**src/rtl/laf_pkg.sv**
```systemverilog
// Shared types and register codes for the Lambertian alignment factor block.
package laf_pkg;

  // Configuration register codes, by word address.
  typedef enum logic [1:0] {
    REG_LIGHT_X = 2'd0,
    REG_LIGHT_Y = 2'd1,
    REG_LIGHT_Z = 2'd2
  } laf_reg_t;

  // Sideband that travels with each request through the deep stages.
  typedef struct packed {
    logic degenerate;
    logic dot_neg;
  } laf_tag_t;

endpackage

```
**src/rtl/laf_sqrt.sv**
```systemverilog
// Pipelined integer square root: one root bit per register stage.
module laf_sqrt #(
  parameter int RW = 31,
  parameter int MW = 16
) (
  input  logic                 clk,
  input  logic                 rst,
  input  logic                 adv,
  input  logic                 in_valid,
  input  laf_pkg::laf_tag_t    in_tag,
  input  logic [RW-1:0]        radicand,
  output logic                 out_valid,
  output laf_pkg::laf_tag_t    out_tag,
  output logic [MW-1:0]        root
);
  import laf_pkg::*;

  logic [RW-1:0] rad   [MW+1];
  logic [MW-1:0] rt    [MW+1];
  logic          valid [MW+1];
  laf_tag_t      tag   [MW+1];

  assign rad[0]   = radicand;
  assign rt[0]    = '0;
  assign valid[0] = in_valid;
  assign tag[0]   = in_tag;

  // Each stage keeps the trial bit when its square does not exceed the radicand.
  for (genvar j = 0; j < MW; j++) begin : g_stage
    localparam int B = MW - 1 - j;
    logic [MW-1:0]   cand;
    logic [2*MW-1:0] sq;

    assign cand = rt[j] | (MW'(1) << B);
    assign sq   = (2*MW)'(cand) * (2*MW)'(cand);

    always_ff @(posedge clk) begin
      if (rst) begin
        valid[j+1] <= 1'b0;
      end else if (adv) begin
        valid[j+1] <= valid[j];
      end
    end

    always_ff @(posedge clk) begin
      if (adv) begin
        rad[j+1] <= rad[j];
        rt[j+1]  <= (sq <= (2*MW)'(rad[j])) ? cand : rt[j];
        tag[j+1] <= tag[j];
      end
    end
  end

  assign out_valid = valid[MW];
  assign out_tag   = tag[MW];
  assign root      = rt[MW];

endmodule

```
**config.mk**
```make
export PLATFORM = sky130hd
export DESIGN_NAME = laf_sqrt
export DESIGN_NICKNAME = d
export VERILOG_FILES = /design/src/rtl/laf_pkg.sv /design/src/rtl/laf_sqrt.sv
export SDC_FILE = /design/constraint.sdc
export NUM_CORES = 2
export LEC_CHECK = 0
export ABC_CLOCK_PERIOD_IN_PS = 8090
export BUFFER_PORTS_ARGS = -buffer_cell sky130_fd_sc_hd__buf_2
export CAP_MARGIN = 40
export CORE_ASPECT_RATIO = 1.4
export CORE_MARGIN = 5
export CORE_UTILIZATION = 50
export CTS_BUF_LIST = sky130_fd_sc_hd__clkbuf_8
export DETAILED_ROUTE_END_ITERATION = 8
export PLACE_DENSITY = 0.65
export SLEW_MARGIN = 20
export SYNTH_ARGS = -nofsm -noshare
export SYNTH_HDL_FRONTEND = slang
export SYNTH_SLANG_ARGS = --single-unit
```
**constraint.sdc**
```tcl
create_clock -name clk -period 8.09 [get_ports clk]
set_input_delay 1.2135 -clock clk [delete_from_list [all_inputs] [get_ports clk]]
set_output_delay 1.2135 -clock clk [all_outputs]
set_load 0.005 [all_outputs]
```
After elaboration in Yosys (flattened, before gate mapping)
Cells that the tools add are included.
W data, S select, Z words.
{"block": "op_classes", "n_mul": 15, "order_cmp": 16, "mux": 1}
{"operator": "$le A32 B31 Y1", "count": 15}
{"operator": "$mul A16 B16 Y32", "count": 15}
{"operator": "$le A31 B31 Y1 const A", "count": 1}
{"operator": "$mux W16", "count": 1}
{"block": "totals", "register_bits": 769, "inputBits": 37, "out_inout_bits": 19, "wordCells": 126}

Depth between registers and ports, before layout
{"block": "logic_depth", "ltp_word": 2, "mapped_depth": 35, "ltp_nobuf": 34}

Least setup slack after synthesis
No wires, ideal clock.
{"block": "synth_timing", "path_type": "reg-to-reg", "startpoint": "register rt, in the netlist g_stage[14].cand[4]", "endpoint": "register rt, in the netlist g_stage[15].cand[1], data pin", "setup_ns": 0.138, "t_arrival_ns": 7.171, "t_required_ns": 7.952, "slack_ns": 0.781, "stages_incl_launch_ff": 35, "synth_period_minus_slack_ns": 7.309, "cell_sequence": "edfxtp_1 > clkbuf_1 > nand2_1 > inv_1 > fa_1 > inv_1 > fa_1 > inv_1 > fa_1 > inv_1 > fa_1 > inv_1 > fa_1 > inv_1 > fa_1 > inv_1 > ha_1 > a21oi_1 > o21ai_0 > a31oi_1 > nor3_1 > nor3_1 > nor3b_1 > o21a_1 > nor2_1 > xnor2_1 > ha_1 > a21o_1 > a21oi_1 > nand3b_1 > a2111oi_0 > o21ai_0 > a21oi_1 > a211oi_1 > nor2_1"}
{"block": "synth_between", "elab_chain_cells": 2}
{"item": "start: declaration", "line": "laf_sqrt.sv:19", "text": "logic [MW-1:0] rt [MW+1];"}
{"item": "start signal: indexed assignment", "line": "laf_sqrt.sv:48", "text": "rt[j+1] <= (sq <= (2*MW)'(rad[j])) ? cand : rt[j];"}
{"item": "$mul A16 B16 Y32", "line": "laf_sqrt.sv:35", "text": "assign sq = (2*MW)'(cand) * (2*MW)'(cand);"}
{"item": "$le A32 B31 Y1", "line": "laf_sqrt.sv:48"}
No other way between the ends.
A chain may end at the register's enable or synchronous reset.

Final worst setup path
{"block": "layout_timing", "startpoint": "register rt, in the netlist g_stage[14].cand[10]", "endpoint": "register rt, in the netlist g_stage[15].cand[1], data pin"}
The elaborated chain is that of the path after synthesis.

==> summary.txt <==
Layout
  – Nets: 8187
  – FF/Latch Area: 19300 µm²
  – Fill cells: 11480
  – Share of cells above drive strength 1: 6.41%
  – Multi-input logic area: 41900 µm²
  – Area delta synth->final: 8.08%

GRT
  – Vias in the first global route: 45741
  – GRT Total Usage: 20.4%
  – Initial antenna violation count: 2
  – GR Overflow Total: 0
  – Largest net degree at the start of global routing: 192
  – First-pass GRT wire length: 234000 µm

Die
  – Die W: 319 µm
  – Io pins: 56
  – Core Footprint: 133000 µm²
  – Die area: 141000 µm²
  – Initial Util: 50.4%
  – Die Height: 442 µm
  – FP Rows: 158

Synth
  – Synth warn: 0
  – Post-synth cell types: 82
  – Synth Area in XOR/XNOR: 3.62%
  – Synth Area in Compound Gates: 5.57%
  – Mapped Nets: 7999
  – Top cell type's share of synthesized area: 28.5%
  – Async SR Flop Fraction: 0%
  – Area contributors post-synth: edfxtp_1, fa_1, ha_1, inv_1, xnor2_1
  – Area leader, netlist: edfxtp_1
  – Synthesized area: 66800 µm²
  – Syn_area_per_cell: 11.0 µm²
  – Simple-gate area share of the yosys netlist: 8.76%
  – Post-Synth Adder-Cell Area: 44.2%
  – Top FF cell, synth: edfxtp_1
  – Number of synthesized register bits: 649
  – Part of the Yosys area used for sequential elements: 28.9%
  – Largest family of logic cells by synthesized area: adder cells
  – Multiplexer share of the synthesized area: 0.474%
  – Synthesized netlist cell count: 6080
  – EDFF count, synth: 633

CTS
  – H-tree depth: 3
  – Clk sinks: 649
  – Cts-stage hold buffer count: 0
  – Clock latency on the worst-skew pair: 830 ps
  – CTS tree: done
  – Clock Path Buffers: 3
  – Total CTS buffers: 103
  – CTS root buf: clkbuf_8
  – Clock-pin transition on the worst setup and hold timing paths: 70 ps

Timing
  – Fmax achieved: 129 MHz
  – Final Hold Viols: 0
  – Min Tclk post-route: 7770 ps
  – Max-slew violation count: 0
  – Slew @ Worst Pin: 1080 ps
  – Final setup viols: 0
  – Skew final: 54.4 ps
  – Final period util: 96.1%
  – Hold_ws: 395 ps
  – Slew headroom: 27.9%

Place
  – Port bufs: 55
  – Final GP Congestion: 0.876
  – Dpl hpwl: 116000 µm

Run status
  – Status: completed

Route
  – Via count: 42099
  – DR iter-0 viols: 1935
  – DRC viols: 0
  – Routed wire length: 141000 µm
  – Antenna-violating nets left: 0
  – Per-cell routed wire length: 17.4 µm
  – Vias per cell: 5.19
  – Pre-Repair DR Iteration Count: 5

Critical path
  – CP most frequent cell: fa_1
  – WP data required: 8650 ps
  – Startpoint types: register
  – Setup CP Type: register to register
  – Slowest library cell on the worst path: fa_1
  – Crit path DAT: 8330 ps
  – Slowest stage delay, CP: 560 ps
  – Worst-path fanout max: 8
  – Critical Path End Type: register

Worst hold path
  – HP Class: register to register

Job
  – Max Cap Viol: 0
[kinds of logic after synthesis]
logic type | after synthesis
simple gates | 1167
compound gates | 578
fa+ha+maj | 1883
buf+inv | 1497
mux | 30
xor+xnor | 276
flops | 649
[routing by layer]
layer | vias up | wire length, µm | part of all wire [%] | track usage [%]
li1 | 20122 | - | - | -
met1 | 21104 | 56100 | 40 | 24.2
met2 | 642 | 75800 | 54 | 38.4
met3 | 231 | 4490 | 3.2 | 2.31
met4 | 0 | 4690 | 3.3 | 6.63
met5 | - | 0 | 0 | 0
[placed cells by master, fill, tap and decap left out, types with 9 or more instances in the layout]
cell	count
inv_1	1417
ha_1	1085
fa_1	797
edfxtp_1	633
nand2_1	335
nor2_1	239
xnor2_1	227
and2_1	220
a21oi_1	178
buf_4	117
a21o_1	113
o21ai_0	110
clkbuf_8	103
buf_2	55
nor2b_1	54
nand4_1	53
xor2_1	49
nand3_1	45
nor4_1	41
nand2b_1	40
nor3_1	39
clkinv_1	26
a211oi_1	25
or2_2	25
o21bai_1	21
mux2i_1	17
clkinv_2	17
dfxtp_1	16
o21a_1	14
o21ai_1	14
and3_1	14
a31oi_1	13
mux2_2	13
or3_1	13
nor4b_1	9
nor3b_1	9
bufinv_16	9
[synth_stat cells, types with 15 or more instances]
cell      instances
inv_1          1398
ha_1           1085
fa_1            797
edfxtp_1        633
nand2_1         335
nor2_1          241
xnor2_1         227
and2_1          220
a21oi_1         180
a21o_1          113
o21ai_0         110
clkbuf_1         91
nor2b_1          54
nand4_1          53
xor2_1           49
nand3_1          45
nor4_1           43
nor3_1           41
nand2b_1         40
a211oi_1         26
or2_2            25
o21bai_1         21
mux2i_1          17
dfxtp_1          16
a31oi_1          15
o21ai_1          15
[worst max-delay path: cells and delay by family, from the launching register on]
kind	cells	cell delay [ps]
AO/OA/AOI/OAI	8	1390
XOR/XNOR	1	130
adder cells (fa/ha/maj)	8	3850
buffers and inverters	5	390
flip-flops	1	530
AND/OR/NAND/NOR	6	1230
[metrics by stage]
| stage | setup slack, ps | util, % | cell area (µm²) | std cells | TNS, ps |
|---|---|---|---|---|---|
| floorplan | 781 | - | 66800 | 6080 | 0 |
| finish | 315 | 54.4 | 72200 | 8115 | 0 |
| detailed placement | 204 | 52.5 | 69700 | 7890 | 0 |
| global route | -38.3 | 54.4 | 72200 | 8115 | -38.3 |
| CTS | 178 | 54.2 | 71800 | 8080 | 0 |
| global placement | 231 | 52.5 | 69600 | 7889 | 0 |
[registers in the layout, indices dropped and copies added (netlist names)]
signal,count
rad,465
g_stage.cand,120
tag,30
root,16
valid,15
out_tag,2
out_valid,1
[path summary, 6_finish.rpt]
kind                             startpoint                                 to  slack (ps)  cells after the start
max          g_stage[14].cand[10]$_DFFE_PP_  g_stage[15].cand[1]$_SDFFCE_PP1P_         320                     28
min                       tag[19]$_DFFE_PP_                  tag[17]$_DFFE_PP_         400                      0
max reg2reg  g_stage[14].cand[10]$_DFFE_PP_  g_stage[15].cand[1]$_SDFFCE_PP1P_         320                     28
min reg2reg               tag[19]$_DFFE_PP_                  tag[17]$_DFFE_PP_         400                      0
[area by class of cell]
class	count	area share [%]
well taps	1760	3.05
inverters	1401	7.29
repair buffers	179	1.78
clock inverters	87	1.05
flip-flops and latches	649	26.8
multi-input cells	3934	58.1
clock buffers	103	1.96
diodes	2	0.00693
[timing repair]
item | 4_1_cts | 5_1_grt
gates resized for setup | 0 | 21
setup buffers | 0 | 33
endpoints found under the setup margin | 0 | 3
endpoints found under the hold margin | 0 | 0
Power is not shown: default switching activity piles up to over one toggle a cycle in this logic, so the estimate is an artifact.
